$ cat src/hdl/frd_pkg.sv
package frd_pkg;

	localparam int TAG_W      = 32;
	localparam int TS_W       = 63;
	localparam int SLOT_W     = 64;
	localparam int IV_W       = 32;
	localparam int NUM_W      = IV_W + 1;
	localparam int CFG_IDX_W  = 2;
	localparam int CFG_DATA_W = 32;

	localparam int unsigned MAX_REPEATS_DEF = 16;

	localparam int SNAP_DIV = 100;
	localparam int SNAP_RND = 50;

	localparam logic [IV_W-1:0]  IV_RESET   = IV_W'(33333333);
	localparam logic [NUM_W-1:0] SNAP_RESET = NUM_W'((33333333 + SNAP_RND) / SNAP_DIV);

	localparam logic [CFG_IDX_W-1:0] REG_RUN      = 2'd0;
	localparam logic [CFG_IDX_W-1:0] REG_REPEAT   = 2'd1;
	localparam logic [CFG_IDX_W-1:0] REG_INTERVAL = 2'd2;

	typedef enum logic [1:0] {
		ACT_FWD    = 2'd0,
		ACT_REPEAT = 2'd1,
		ACT_SKIP   = 2'd2,
		ACT_STOP   = 2'd3
	} action_t;

	typedef enum logic {
		S_IDLE,
		S_DEC
	} state_t;

	typedef struct packed {
		logic    cap;
		logic    emit;
		action_t act;
	} cmd_t;

	typedef struct packed {
		logic run;
		logic rep_go;
		logic skip_go;
		logic out_free;
		logic div_busy;
	} sts_t;

endpackage

$ cat src/hdl/frd_if.sv
interface frd_in_if;
	logic                         valid;
	logic                         ready;
	logic [frd_pkg::TAG_W-1:0]    frame_tag;
	logic [frd_pkg::TS_W-1:0]     frame_timestamp;

	modport source (output valid, output frame_tag, output frame_timestamp, input ready);
	modport sink (input valid, input frame_tag, input frame_timestamp, output ready);
endinterface

interface frd_out_if;
	logic                         valid;
	logic                         ready;
	logic [frd_pkg::TAG_W-1:0]    out_tag;
	logic [frd_pkg::TS_W-1:0]     out_timestamp;
	frd_pkg::action_t             action;
	logic                         last;

	modport source (output valid, output out_tag, output out_timestamp, output action,
		output last, input ready);
	modport sink (input valid, input out_tag, input out_timestamp, input action,
		input last, output ready);
endinterface

$ cat src/hdl/frd_div.sv
module frd_div (
	input  logic                      clk,
	input  logic                      arst_n,
	input  logic                      start,
	input  logic [frd_pkg::NUM_W-1:0] num,
	output logic                      busy,
	output logic [frd_pkg::NUM_W-1:0] quo
);

	localparam int NUM_W = frd_pkg::NUM_W;
	localparam int Y_W   = NUM_W - 2;
	localparam int R_W   = 32;
	localparam int P_W   = Y_W + R_W;
	localparam int SHIFT = 36;
	localparam logic [R_W-1:0] RECIP = 32'd2748779070;

	logic [Y_W-1:0] y_q;
	logic           pend_q;
	logic [NUM_W-1:0] quo_q;
	logic [P_W-1:0] prod;

	// divide by 100: shift by 2, then reciprocal multiply for 25
	assign prod = P_W'(y_q) * P_W'(RECIP);

	always_ff @(posedge clk or negedge arst_n) begin
		if (!arst_n) begin
			pend_q <= 1'b0;
			quo_q  <= frd_pkg::SNAP_RESET;
		end else if (start) begin
			pend_q <= 1'b1;
		end else if (pend_q) begin
			pend_q <= 1'b0;
			quo_q  <= NUM_W'(prod[P_W-1:SHIFT]);
		end
	end

	always_ff @(posedge clk) begin
		if (start) begin
			y_q <= num[NUM_W-1:2];
		end
	end

	assign busy = pend_q;
	assign quo  = quo_q;

endmodule

$ cat src/hdl/frd_dp.sv
module frd_dp #(
	parameter int unsigned MAX_REPEATS = frd_pkg::MAX_REPEATS_DEF
) (
	input  logic                           clk,
	input  logic                           arst_n,
	input  logic                           cfg_we,
	input  logic [frd_pkg::CFG_IDX_W-1:0]  cfg_index,
	input  logic [frd_pkg::CFG_DATA_W-1:0] cfg_wdata,
	input  logic [frd_pkg::TAG_W-1:0]      in_tag,
	input  logic [frd_pkg::TS_W-1:0]       in_ts,
	input  frd_pkg::cmd_t                  cmd,
	output frd_pkg::sts_t                  sts,
	input  logic                           out_ready,
	output logic                           out_valid,
	output logic [frd_pkg::TAG_W-1:0]      out_tag,
	output logic [frd_pkg::TS_W-1:0]       out_ts,
	output frd_pkg::action_t               out_action,
	output logic                           out_last
);

	localparam int CNT_W  = $clog2(MAX_REPEATS + 1);
	localparam int SLOT_W = frd_pkg::SLOT_W;
	localparam int IV_W   = frd_pkg::IV_W;
	localparam int NUM_W  = frd_pkg::NUM_W;

	logic                      run_q;
	logic                      repeat_q;
	logic [IV_W-1:0]           iv_q;
	logic [SLOT_W-1:0]         slot_q;
	logic [SLOT_W-1:0]         prev_q;
	logic                      has_rate_q;
	logic [CNT_W-1:0]          n_q;
	logic [frd_pkg::TAG_W-1:0] tag_q;
	logic [frd_pkg::TS_W-1:0]  ts_q;
	logic                      ov_q;

	logic [IV_W-1:0]   iv_eff;
	logic [IV_W-1:0]   wdata_eff;
	logic [IV_W-1:0]   half;
	logic [NUM_W-1:0]  snap;
	logic [NUM_W-1:0]  div_num;
	logic              div_start;
	logic              div_busy;
	logic [SLOT_W-1:0] ts64;
	logic [SLOT_W-1:0] in_ts64;
	logic [SLOT_W:0]   d_late;
	logic [SLOT_W:0]   d_early;
	logic              late;
	logic              early_skip;
	logic              snap_hit;
	logic [SLOT_W-1:0] add_base;
	logic [SLOT_W:0]   add_sum;
	logic [SLOT_W-1:0] slot_adv;
	logic              out_free;
	logic              run_toggle;

	assign iv_eff    = (iv_q == '0) ? IV_W'(1) : iv_q;
	assign wdata_eff = (cfg_wdata[IV_W-1:0] == '0) ? IV_W'(1) : cfg_wdata[IV_W-1:0];
	assign half      = IV_W'(({1'b0, iv_eff} + NUM_W'(1)) >> 1);

	assign div_start = cfg_we && (cfg_index == frd_pkg::REG_INTERVAL);
	assign div_num   = {1'b0, wdata_eff} + NUM_W'(frd_pkg::SNAP_RND);

	frd_div u_div (
		.clk    (clk),
		.arst_n (arst_n),
		.start  (div_start),
		.num    (div_num),
		.busy   (div_busy),
		.quo    (snap)
	);

	assign ts64    = {1'b0, ts_q};
	assign in_ts64 = {1'b0, in_ts};

	assign d_late     = {1'b0, ts64} - {1'b0, slot_q};
	assign d_early    = {1'b0, slot_q} - {1'b0, ts64};
	assign late       = !d_late[SLOT_W] && (d_late[SLOT_W-1:0] >= SLOT_W'(half));
	assign early_skip = !d_early[SLOT_W] && (d_early[SLOT_W-1:0] >= SLOT_W'(half));
	assign snap_hit   = !d_early[SLOT_W] && (d_early[SLOT_W-1:0] != '0) &&
		(d_early[SLOT_W-1:0] < SLOT_W'(snap));

	// slot advance, saturating
	assign add_base = ((cmd.act == frd_pkg::ACT_FWD) && snap_hit) ? ts64 : slot_q;
	assign add_sum  = {1'b0, add_base} + (SLOT_W+1)'(iv_eff);
	assign slot_adv = add_sum[SLOT_W] ? '1 : add_sum[SLOT_W-1:0];

	assign out_free   = !ov_q || out_ready;
	assign run_toggle = cfg_we && (cfg_index == frd_pkg::REG_RUN) && (cfg_wdata[0] != run_q);

	assign sts.run      = run_q;
	assign sts.rep_go   = repeat_q && (n_q < CNT_W'(MAX_REPEATS)) && has_rate_q && late;
	assign sts.skip_go  = !repeat_q && early_skip;
	assign sts.out_free = out_free;
	assign sts.div_busy = div_busy;

	always_ff @(posedge clk or negedge arst_n) begin
		if (!arst_n) begin
			run_q    <= 1'b0;
			repeat_q <= 1'b0;
			iv_q     <= frd_pkg::IV_RESET;
		end else if (cfg_we) begin
			unique case (cfg_index)
				frd_pkg::REG_RUN:      run_q    <= cfg_wdata[0];
				frd_pkg::REG_REPEAT:   repeat_q <= cfg_wdata[0];
				frd_pkg::REG_INTERVAL: iv_q     <= cfg_wdata[IV_W-1:0];
				default: ;
			endcase
		end
	end

	always_ff @(posedge clk or negedge arst_n) begin
		if (!arst_n) begin
			slot_q     <= '0;
			prev_q     <= '0;
			has_rate_q <= 1'b0;
			n_q        <= '0;
		end else if (run_toggle) begin
			slot_q <= '0;
			prev_q <= '0;
		end else if (cmd.cap) begin
			n_q <= '0;
			if (run_q) begin
				has_rate_q <= (prev_q != '0) && (in_ts64 != prev_q);
				prev_q     <= in_ts64;
				if (slot_q == '0) begin
					slot_q <= in_ts64;
				end
			end else begin
				has_rate_q <= 1'b0;
				prev_q     <= '0;
				slot_q     <= '0;
			end
		end else if (cmd.emit) begin
			if (cmd.act == frd_pkg::ACT_REPEAT) begin
				n_q    <= n_q + CNT_W'(1);
				slot_q <= slot_adv;
			end else if (cmd.act == frd_pkg::ACT_FWD) begin
				slot_q <= slot_adv;
			end
		end
	end

	always_ff @(posedge clk) begin
		if (cmd.cap) begin
			tag_q <= in_tag;
			ts_q  <= in_ts;
		end
	end

	// output register
	always_ff @(posedge clk or negedge arst_n) begin
		if (!arst_n) begin
			ov_q <= 1'b0;
		end else if (cmd.emit) begin
			ov_q <= 1'b1;
		end else if (out_ready) begin
			ov_q <= 1'b0;
		end
	end

	always_ff @(posedge clk) begin
		if (cmd.emit) begin
			out_tag    <= tag_q;
			out_ts     <= ts_q;
			out_action <= cmd.act;
			out_last   <= cmd.act != frd_pkg::ACT_REPEAT;
		end
	end

	assign out_valid = ov_q;

endmodule

$ cat src/hdl/frd_ctrl.sv
module frd_ctrl (
	input  logic          clk,
	input  logic          arst_n,
	input  logic          in_valid,
	input  frd_pkg::sts_t sts,
	output logic          in_ready,
	output frd_pkg::cmd_t cmd
);

	frd_pkg::state_t state_q;
	frd_pkg::state_t state_nxt;

	always_ff @(posedge clk or negedge arst_n) begin
		if (!arst_n) begin
			state_q <= frd_pkg::S_IDLE;
		end else begin
			state_q <= state_nxt;
		end
	end

	always_comb begin
		state_nxt = state_q;
		unique case (state_q)
			frd_pkg::S_IDLE: begin
				if (in_valid && !sts.div_busy) begin
					state_nxt = frd_pkg::S_DEC;
				end
			end
			frd_pkg::S_DEC: begin
				if (sts.out_free && !(sts.run && sts.rep_go)) begin
					state_nxt = frd_pkg::S_IDLE;
				end
			end
			default: state_nxt = frd_pkg::S_IDLE;
		endcase
	end

	always_comb begin
		in_ready = 1'b0;
		cmd      = '{cap: 1'b0, emit: 1'b0, act: frd_pkg::ACT_FWD};
		unique case (state_q)
			frd_pkg::S_IDLE: begin
				in_ready = !sts.div_busy;
				cmd.cap  = in_valid && !sts.div_busy;
			end
			frd_pkg::S_DEC: begin
				cmd.emit = sts.out_free;
				priority if (!sts.run) begin
					cmd.act = frd_pkg::ACT_STOP;
				end else if (sts.rep_go) begin
					cmd.act = frd_pkg::ACT_REPEAT;
				end else if (sts.skip_go) begin
					cmd.act = frd_pkg::ACT_SKIP;
				end else begin
					cmd.act = frd_pkg::ACT_FWD;
				end
			end
			default: ;
		endcase
	end

endmodule

$ cat src/hdl/frame_rate_drop_repeat_top.sv
// channel   dir  payload                             handshake
// in_ch     in   frame_tag[31:0], frame_timestamp    valid / ready
// out_ch    out  out_tag, out_timestamp, action, last valid / ready
// cfg       in   cfg_index[1:0], cfg_wdata[31:0]     cfg_we, no stall
//
// an item is accepted, then decided; the decide step emits each repeated copy and
// the final result into the output register, one per cycle while out_ch is free
// a write of output_interval_ns starts a shift and reciprocal multiply for the snap
// window; in_ch.ready stays low while the divider is busy after the write
// arst_n clears config to its defaults and the slot and previous-frame state
// a stalled out_ch holds the decide step; the next item is taken while the
// final result of the previous one waits
module frame_rate_drop_repeat_top #(
	parameter int unsigned MAX_REPEATS = frd_pkg::MAX_REPEATS_DEF
) (
	input  logic                           clk,
	input  logic                           arst_n,
	input  logic                           cfg_we,
	input  logic [frd_pkg::CFG_IDX_W-1:0]  cfg_index,
	input  logic [frd_pkg::CFG_DATA_W-1:0] cfg_wdata,
	frd_in_if.sink                         in_ch,
	frd_out_if.source                      out_ch
);

	frd_pkg::cmd_t cmd;
	frd_pkg::sts_t sts;
	logic          in_ready;

	frd_ctrl u_ctrl (
		.clk      (clk),
		.arst_n   (arst_n),
		.in_valid (in_ch.valid),
		.sts      (sts),
		.in_ready (in_ready),
		.cmd      (cmd)
	);

	frd_dp #(
		.MAX_REPEATS (MAX_REPEATS)
	) u_dp (
		.clk        (clk),
		.arst_n     (arst_n),
		.cfg_we     (cfg_we),
		.cfg_index  (cfg_index),
		.cfg_wdata  (cfg_wdata),
		.in_tag     (in_ch.frame_tag),
		.in_ts      (in_ch.frame_timestamp),
		.cmd        (cmd),
		.sts        (sts),
		.out_ready  (out_ch.ready),
		.out_valid  (out_ch.valid),
		.out_tag    (out_ch.out_tag),
		.out_ts     (out_ch.out_timestamp),
		.out_action (out_ch.action),
		.out_last   (out_ch.last)
	);

	assign in_ch.ready = in_ready;

	a_one_item: assert property (@(posedge clk) disable iff (!arst_n)
		(in_ch.valid && in_ch.ready) |=> !in_ch.ready)
		else $error("second item accepted while one is being decided");

	a_repeat_not_last: assert property (@(posedge clk) disable iff (!arst_n)
		(out_ch.valid && out_ch.action == frd_pkg::ACT_REPEAT) |-> !out_ch.last)
		else $error("repeated copy marked last");

	a_final_last: assert property (@(posedge clk) disable iff (!arst_n)
		(out_ch.valid && (out_ch.action == frd_pkg::ACT_STOP ||
		out_ch.action == frd_pkg::ACT_SKIP || out_ch.action == frd_pkg::ACT_FWD))
		|-> out_ch.last)
		else $error("final result not marked last");

	a_no_accept_busy: assert property (@(posedge clk) disable iff (!arst_n)
		sts.div_busy |-> !in_ch.ready)
		else $error("item accepted while snap window is being computed");

endmodule
$ cat src/flat_wrapper.sv
// flat-port wrapper written by rule: the top's interface ports become plain ports
module frame_rate_drop_repeat_top_flat 
#(
	parameter int unsigned MAX_REPEATS = frd_pkg::MAX_REPEATS_DEF
)
  (clk, arst_n, cfg_we, cfg_index, cfg_wdata, in_ch_valid, in_ch_frame_tag, in_ch_frame_timestamp, in_ch_ready, out_ch_valid, out_ch_out_tag, out_ch_out_timestamp, out_ch_action, out_ch_last, out_ch_ready);
  frd_in_if in_ch_i ();
  frd_out_if out_ch_i ();
  input  logic clk;
  input  logic arst_n;
  input  logic cfg_we;
  input  logic [frd_pkg::CFG_IDX_W-1:0] cfg_index;
  input  logic [frd_pkg::CFG_DATA_W-1:0] cfg_wdata;
  input wire logic [$bits(in_ch_i.valid)-1:0] in_ch_valid;
  input wire logic [$bits(in_ch_i.frame_tag)-1:0] in_ch_frame_tag;
  input wire logic [$bits(in_ch_i.frame_timestamp)-1:0] in_ch_frame_timestamp;
  output wire logic [$bits(in_ch_i.ready)-1:0] in_ch_ready;
  output wire logic [$bits(out_ch_i.valid)-1:0] out_ch_valid;
  output wire logic [$bits(out_ch_i.out_tag)-1:0] out_ch_out_tag;
  output wire logic [$bits(out_ch_i.out_timestamp)-1:0] out_ch_out_timestamp;
  output wire logic [$bits(out_ch_i.action)-1:0] out_ch_action;
  output wire logic [$bits(out_ch_i.last)-1:0] out_ch_last;
  input wire logic [$bits(out_ch_i.ready)-1:0] out_ch_ready;
  assign in_ch_i.valid = in_ch_valid;
  assign in_ch_i.frame_tag = in_ch_frame_tag;
  assign in_ch_i.frame_timestamp = in_ch_frame_timestamp;
  assign in_ch_ready = in_ch_i.ready;
  assign out_ch_valid = out_ch_i.valid;
  assign out_ch_out_tag = out_ch_i.out_tag;
  assign out_ch_out_timestamp = out_ch_i.out_timestamp;
  assign out_ch_action = out_ch_i.action;
  assign out_ch_last = out_ch_i.last;
  assign out_ch_i.ready = out_ch_ready;
  frame_rate_drop_repeat_top #(.MAX_REPEATS(MAX_REPEATS)) u_core (.clk(clk), .arst_n(arst_n), .cfg_we(cfg_we), .cfg_index(cfg_index), .cfg_wdata(cfg_wdata), .in_ch(in_ch_i), .out_ch(out_ch_i));
endmodule
$ cat config.mk
export PLATFORM = sky130hd
export DESIGN_NAME = frame_rate_drop_repeat_top_flat
export DESIGN_NICKNAME = d
export VERILOG_FILES = /design/src/hdl/frd_pkg.sv /design/src/hdl/frd_if.sv /design/src/hdl/frd_div.sv /design/src/hdl/frd_dp.sv /design/src/hdl/frd_ctrl.sv /design/src/hdl/frame_rate_drop_repeat_top.sv /design/src/flat_wrapper.sv
export SDC_FILE = /design/constraint.sdc
export NUM_CORES = 2
export LEC_CHECK = 0
export ABC_CLOCK_PERIOD_IN_PS = 8600
export BUFFER_PORTS_ARGS = -buffer_cell sky130_fd_sc_hd__buf_2
export CORE_ASPECT_RATIO = 0.5
export CORE_MARGIN = 10
export CORE_UTILIZATION = 41
export CTS_BUF_LIST = sky130_fd_sc_hd__clkbuf_8
export DETAILED_ROUTE_END_ITERATION = 8
export HOLD_SLACK_MARGIN = 0.06
export PLACE_DENSITY_LB_ADDON = 0.25
export SLEW_MARGIN = 30
export SYNTH_ARGS = -nofsm -noshare
export SYNTH_HDL_FRONTEND = slang
export SYNTH_SLANG_ARGS = --single-unit
$ cat constraint.sdc
create_clock -name clk -period 8.6 [get_ports clk]
set_input_delay 0.43 -clock clk [delete_from_list [all_inputs] [get_ports clk]]
set_output_delay 0.43 -clock clk [all_outputs]
set_load 0.02 [all_outputs]
[Word-level counts from Yosys, hierarchy flattened]
Index checks and enable logic that the tools add are counted.
Operators by class
  add/sub/neg operators: 6
  multipliers: 1
  $lt $le $gt $ge: 4
  equality and inequality tests: 7
  muxes and demuxes: 30
  bitwise gates (word level): 3
  reduce and logical (&&, ||, !) cells: 43
Operators with widths (count)
  $mux W64: 11
  $ge A64 B32 Y1: 2
  $reduce_bool A64 Y1: 2
  $add A64 B32 Y65: 1
  $sub A63 B64 Y65: 1
  $sub A64 B63 Y65: 1
  $logic_not A32 Y1: 2
  $logic_not A64 Y1: 1
  $lt A64 B27 Y1: 1
  $mux W32: 2
  $ne A63 B64 Y1: 1
  $mux W63: 1
  $mul A31 B31 Y62 const B: 1
  $add A32 B1 Y33 const B: 1
  $add A32 B6 Y33 const B: 1
  $logic_and A1 B1 Y1: 16
  $mux W5: 3
  $reduce_and A2 Y1: 5
  $mux W1: 8
  $reduce_bool A2 Y1: 4
  $logic_not A1 Y1: 6
  $mux W2: 3
  $reduce_and A3 Y1: 2
  $add A5 B1 Y5 const B: 1
  other kinds (13): 17
Storage, ports and cells
  register bits: 422
  input port bits: 134
  output and inout bits: 100
  logic and storage cells: 112

[Longest topological paths before layout]
  word-level depth: 20
  mapped depth: 47
  mapped depth without buffers: 41

[Modules after synthesis]
Synthesis repeated with hierarchy kept, for this count alone.
Second synthesis, totals
  cell total of the unflattened synthesis: 5500
  area total of the unflattened synthesis: 49458.7 µm²
Modules (own cells, without submodules)
  frd_dp: instances 1, cells each 3611, area an instance 30543.0 µm², sequential area each 10015.9 µm²
  frd_div: instances 1, cells each 1879, area an instance 18824.3 µm², sequential area each 1641.6 µm²
  frd_ctrl: instances 1, cells each 10, area an instance 91.3 µm², sequential area each 25.0 µm²

[Worst setup path after synthesis]
No wires, ideal clock.
  path type: register -> register
  from: register u_core.u_dp.ts_q[3] in the netlist's numbering
  to: register u_core.u_dp.slot_q[41]
  library setup time: 0.134 ns
  data arrival time: 9.055 ns
  data required time: 8.466 ns
  path slack: -0.589 ns
  cell stages (with the launch flop): 45
  buffers on the path: 6
  period minus slack after synthesis: 9.189 ns
  path through: edfxtp_1 ha_1 buf_2 o21ai_1 a21oi_1 a41oi_1 a211oi_1 nor2_1 o221ai_1 xor2_1 ha_1 a21o_1 a21o_1 or3_1 a21oi_1 o21ai_1 a211o_1 a211o_1 [9 not listed] fa_1 a21o_1 a21oi_1 o21ai_0 nand2_1 a211oi_1 o41ai_1 a211oi_1 o21ai_0 o21ai_0 o21a_1 clkbuf_1 nand3b_1 nor2b_1 clkbuf_1 nand2_1 o211ai_1 o21ai_0
Between the ends
  longest elaborated chain between the ends: 18
  elaborated cells on any way between the ends: 31
  classes of those cells: add/sub (3); order compare (3); eq/ne (1); mux (11); reduce/logical (13)
Ends and longest elaborated chain
  start: declaration: RTL line frd_dp.sv:34  | logic [frd_pkg::TS_W-1:0] ts_q;
  start signal: assignment: RTL line frd_dp.sv:147  | ts_q <= in_ts;
  $sub A64 B63 Y65: RTL line frd_dp.sv:77  | assign d_early = {1'b0, slot_q} - {1'b0, ts64};
  $ge A64 B32 Y1 / $logic_not A1 Y1 (equally long branches): RTL line frd_dp.sv:79, frd_dp.sv:80
  $logic_and A1 B1 Y1: RTL line frd_dp.sv:79  | assign early_skip = !d_early[SLOT_W] && (d_early[SLOT_W-1:0] >= SLOT_W'(half));
  $logic_and A1 B1 Y1: RTL line frd_dp.sv:93  | assign sts.skip_go = !repeat_q && early_skip;
  $mux W2: RTL line frd_ctrl.sv:52  | end else if (sts.skip_go) begin
  $mux W2: RTL line frd_ctrl.sv:50  | end else if (sts.rep_go) begin
  $mux W2: RTL line frd_ctrl.sv:48  | priority if (!sts.run) begin
  $mux W3: RTL line frd_ctrl.sv:41  | unique case (state_q)
  [2 not listed]
  $mux W64: RTL line frd_dp.sv:84  | assign add_base = ((cmd.act == frd_pkg::ACT_FWD) && snap_hit) ? ts64 : slot_q;
  $add A64 B32 Y65: RTL line frd_dp.sv:85  | assign add_sum = {1'b0, add_base} + (SLOT_W+1)'(iv_eff);
  $mux W64: RTL line frd_dp.sv:86  | assign slot_adv = add_sum[SLOT_W] ? '1 : add_sum[SLOT_W-1:0];
  $mux W64: RTL line frd_dp.sv:138  | end else if (cmd.act == frd_pkg::ACT_FWD) begin
  $mux W64: RTL line frd_dp.sv:135  | if (cmd.act == frd_pkg::ACT_REPEAT) begin
  $mux W64: RTL line frd_dp.sv:134  | end else if (cmd.emit) begin
  $mux W64: RTL line frd_dp.sv:121  | end else if (cmd.cap) begin
  $mux W64: RTL line frd_dp.sv:118  | end else if (run_toggle) begin
  end signal: assignment: RTL line frd_dp.sv:127  | slot_q <= in_ts64;
  end signal: assignment: RTL line frd_dp.sv:137  | slot_q <= slot_adv;
  end signal: assignment: RTL line frd_dp.sv:139  | slot_q <= slot_adv;
  end: declaration: RTL line frd_dp.sv:29  | logic [SLOT_W-1:0] slot_q;
Several ways; a longest one is shown, not always the timed one. The select of a mux whose other input is x is not followed.
A chain may end at the register's enable or synchronous reset.

[Worst setup path after layout]
Same ends and word-level chain as after synthesis.

==> results.ini <==
[placement]
port_buffers = 233
hpwl_mm = 180.5
pre_cts_slack_ps = -995.8
place_congestion = 1.038
placedCellCount = 7812
detailed_place.area_mm2 = 0.05816

[flow_run]
maxCapViolCount = 0

[timing]
tightest_slew_ps = 1047
worst_slack_ps = -209.3
finalSetupViolations = 53
timing.fmax_mhz = 113.5
post-route-period-util_pct = 102.4
relSlewSlack_pct = 30.22
fin_skew_ps = 34.03
hold_viol = 0
slew_violations = 0
min_period_ps = 8809
rsz0062_at_grt = yes

[yosys]
synthArstFlopShare_pct = 46.79
syn_area_per_cell_um2 = 9.250
netlist_area_mm2 = 0.04672
netlist_instances = 5051
ys_top_cells_by_area = ha_1 (17%), fa_1 (16%), edfxtp_1 (14%), dfrtp_1 (9.4%), inv_1 (5.2%)
synth_edf_count = 224
ys.warnings.count = 0
synth_cell_types = 113
ys_seq_area_share_pct = 25.00
synth_nets = 6197
dominantRegCellSynth = edfxtp_1
synth_top_area_share_pct = 16.98
ys_ff_latch = 421
yosysTopAreaCell = ha_1

[detailed_routing]
firstDrtPassIters = 6
vias_per_cell = 5.616
routed-via-count = 45839
drtIter0Drc = 4959
drc = 0
ant_nets = 0
finalWirelength_mm = 215.0
wl_per_cell_um = 26.35

[global_route]
grt.overflow.total = 0
track_usage_pct = 32.36
grt_max_degree = 126
antenna_found_initial = 15
grt_pass1_vias = 46039
grt_first_pass_wirelength_mm = 311.6

[cells_and_area]
final_cells = 8162
seqCellArea_mm2 = 0.01168
final_util_pct = 56.26
area_growth_pct = 35.94
multiInputGateArea_mm2 = 0.03349
finalNetCount = 7722
fill_cells = 10129
drive_gt1_share_pct = 29.55
stdcell_area_mm2 = 0.06351

[critical_path]
crit_slowest_cell = or4_4
crit_path_max_fanout = 7
cp.required_ps = 9250
crit_path_start_kind = register
crit_path_end_kind = register
slowest_delay_ps = 520
cp.arrival_ps = 9460
critical_path_class = register to register

[die]
dieHeight_um = 258.7
row_count = 87
initial_core_util_pct = 41.39
core_area_mm2 = 0.1129
die_w_um = 497.4
dieArea_mm2 = 0.1287
io-pin-count = 234

[cts]
clk_pin_slew_ps = 70
cts_buffer_depth = 3
cts.sinks = 421
cts_tree = built
numCtsBuffers = 72
cts.htree.levels = 3
clk_latency_ps = 790
cts_root_buffer = clkbuf_8

[power_and_ir_drop]
leakage_nw = 30.10
powerDensity_mw_per_mm2 = 495.8
vdd_ir_drop_max_uv = 777.0

[min_path]
hold_class = input port to register

[run_status]
violations = setup timing
status = complete, but fails checks

==> metal layers <==
layer,part of all wire [%],vias to the layer above,track usage [%]
li1,-,20593,-
met1,45,22744,46.38
met2,42,2165,48.36
met3,10,335,7.516
met4,3.3,2,9.569
met5,0.0060,-,0
==> cells in the mapped netlist, drive strengths merged (37+ instances only) <==
master and instances:
nor2 248, ha 634, dfrtp 176, fa 378, xnor2 187, a21o 69, a211oi 43, clkbuf 99
o21a 46, inv 644, o21ai 322, nor3 68, nand2 591, xor2 105, nor4 81, nand3 104
a31oi 58, edfxtp 224, buf 79, nand4 102, a21oi 296, o211ai 37
==> worst max-delay path: cells and delay by family, from the launching register on <==
kind / cells / cell delay (ps)
and+or+nand+nor: 11 / 2470
xor gates and xnor gates: 1 / 300
DFF: 1 / 390
adders and majority gates: 3 / 980
buffers and inverters: 9 / 1250
AOI/OAI and AO/OA: 20 / 3220
==> layout by cell type, fill, tap and decap left out, types with 21 or more instances in the layout <==
cell type / count
a211oi_1: 22
a21o_1: 69
a21oi_1: 264
a21oi_2: 30
a31oi_1: 53
and2_1: 27
and3_1: 27
buf_2: 232
buf_4: 1192
buf_6: 47
clkbuf_8: 81
dfrtp_1: 176
dfstp_2: 21
dlygate4sd3_1: 131
edfxtp_1: 224
fa_1: 369
ha_1: 604
inv_1: 656
nand2_1: 574
nand2b_1: 24
nand3_1: 93
nand4_1: 101
nor2_1: 237
nor2b_1: 30
nor3_1: 54
nor4_1: 70
o211ai_1: 33
o21a_1: 44
o21ai_0: 211
o21ai_1: 57
o21ai_2: 37
o21bai_1: 24
or3_1: 22
xnor2_1: 175
xor2_1: 100
==> layout make-up <==
cell class / count / share of cell area (%)
multi-input cells: 3807 / 52.73
repair buffers: 1629 / 19.66
flip-flops and latches: 421 / 18.39
inverters: 645 / 3.816
well taps: 1513 / 2.981
clock buffers: 80 / 1.734
clock inverters: 54 / 0.6363
diodes: 13 / 0.05122
==> cells by family after synthesis <==
kind of cell,after synthesis,synth area share (%)
AOI/OAI and AO/OA,1053,14.16
buffers and inverters,823,6.966
muxes,28,0.6159
and+or+nand+nor,1420,14.56
adders and majority gates,1014,33.22
xor gates and xnor gates,292,5.474
DFF,421,25.00
==> worst paths after layout <==
path                                                 start  slack (ps)                                 end  depth (start not counted)
min in group asynchronous                           arst_n         250   u_core.u_dp.out_valid$_DFFE_PN0P_                          2
max in group asynchronous                           arst_n        6910  u_core.u_dp.prev_q[33]$_DFFE_PN0P_                          3
hold reg to reg            u_core.u_dp.tag_q[30]$_DFFE_PP_         390   u_core.u_dp.out_tag[30]$_DFFE_PP_                          0
setup reg to reg             u_core.u_dp.ts_q[3]$_DFFE_PP_        -210  u_core.u_dp.slot_q[41]$_DFFE_PN0P_                         44
hold / removal                                cfg_index[1]         160       u_core.u_dp.run_q$_DFFE_PN0P_                          4
setup / recovery             u_core.u_dp.ts_q[3]$_DFFE_PP_        -210  u_core.u_dp.slot_q[41]$_DFFE_PN0P_                         44
==> metrics by stage <==
step / TNS, ps / power, mW / hold WS, ps
floorplan: 0 / 16.98 / 134.4
global placement: -47540 / 26.76 / 400.9
detailed placement: -50540 / 27.11 / 404.5
CTS: -2621 / 29.94 / 94.78
global route: -16840 / 34.08 / 157.4
finish: -5293 / 31.49 / 162.2
==> power breakdown <==
group          leakage, nW  switching [mW]  internal (mW)  total (mW)
Combinational         24.7            14.7           11.9        26.5
Clock                0.833            1.02          0.975        1.99
Sequential            4.53           0.323           2.62        2.94
==> timing repair <==
item / in CTS / in global routing
pin swaps: 121 / 177
gates resized for setup: 204 / 265
setup buffers: 36 / 45
setup endpoints to repair: 68 / 73
cloned: 4 / 3
hold endpoints to repair: 284 / 0
hold buffers: 131 / 0
==> sequential cells by signal, indices dropped and copies added, names as in the netlist <==
| signal | flops |
|---|---|
| u_core.u_dp.out_valid | 1 |
| u_core.u_dp.ts_q | 63 |
| u_core.u_dp.n_q | 5 |
| u_core.u_dp.slot_q | 64 |
| u_core.u_dp.out_last | 1 |
| u_core.u_dp.u_div.busy | 1 |
| u_core.u_dp.iv_q | 32 |
| u_core.u_ctrl.state_q | 1 |
| u_core.u_dp.has_rate_q | 1 |
| u_core.u_dp.u_div.y_q | 31 |
| u_core.u_dp.run_q | 1 |
| u_core.u_dp.repeat_q | 1 |
| u_core.u_dp.prev_q | 63 |
| u_core.u_dp.u_div.quo | 27 |
| u_core.u_dp.tag_q | 32 |
| u_core.u_dp.out_ts | 63 |
| u_core.u_dp.out_action | 2 |
| u_core.u_dp.out_tag | 32 |
No activity file was read; power rests on OpenSTA's default activity.
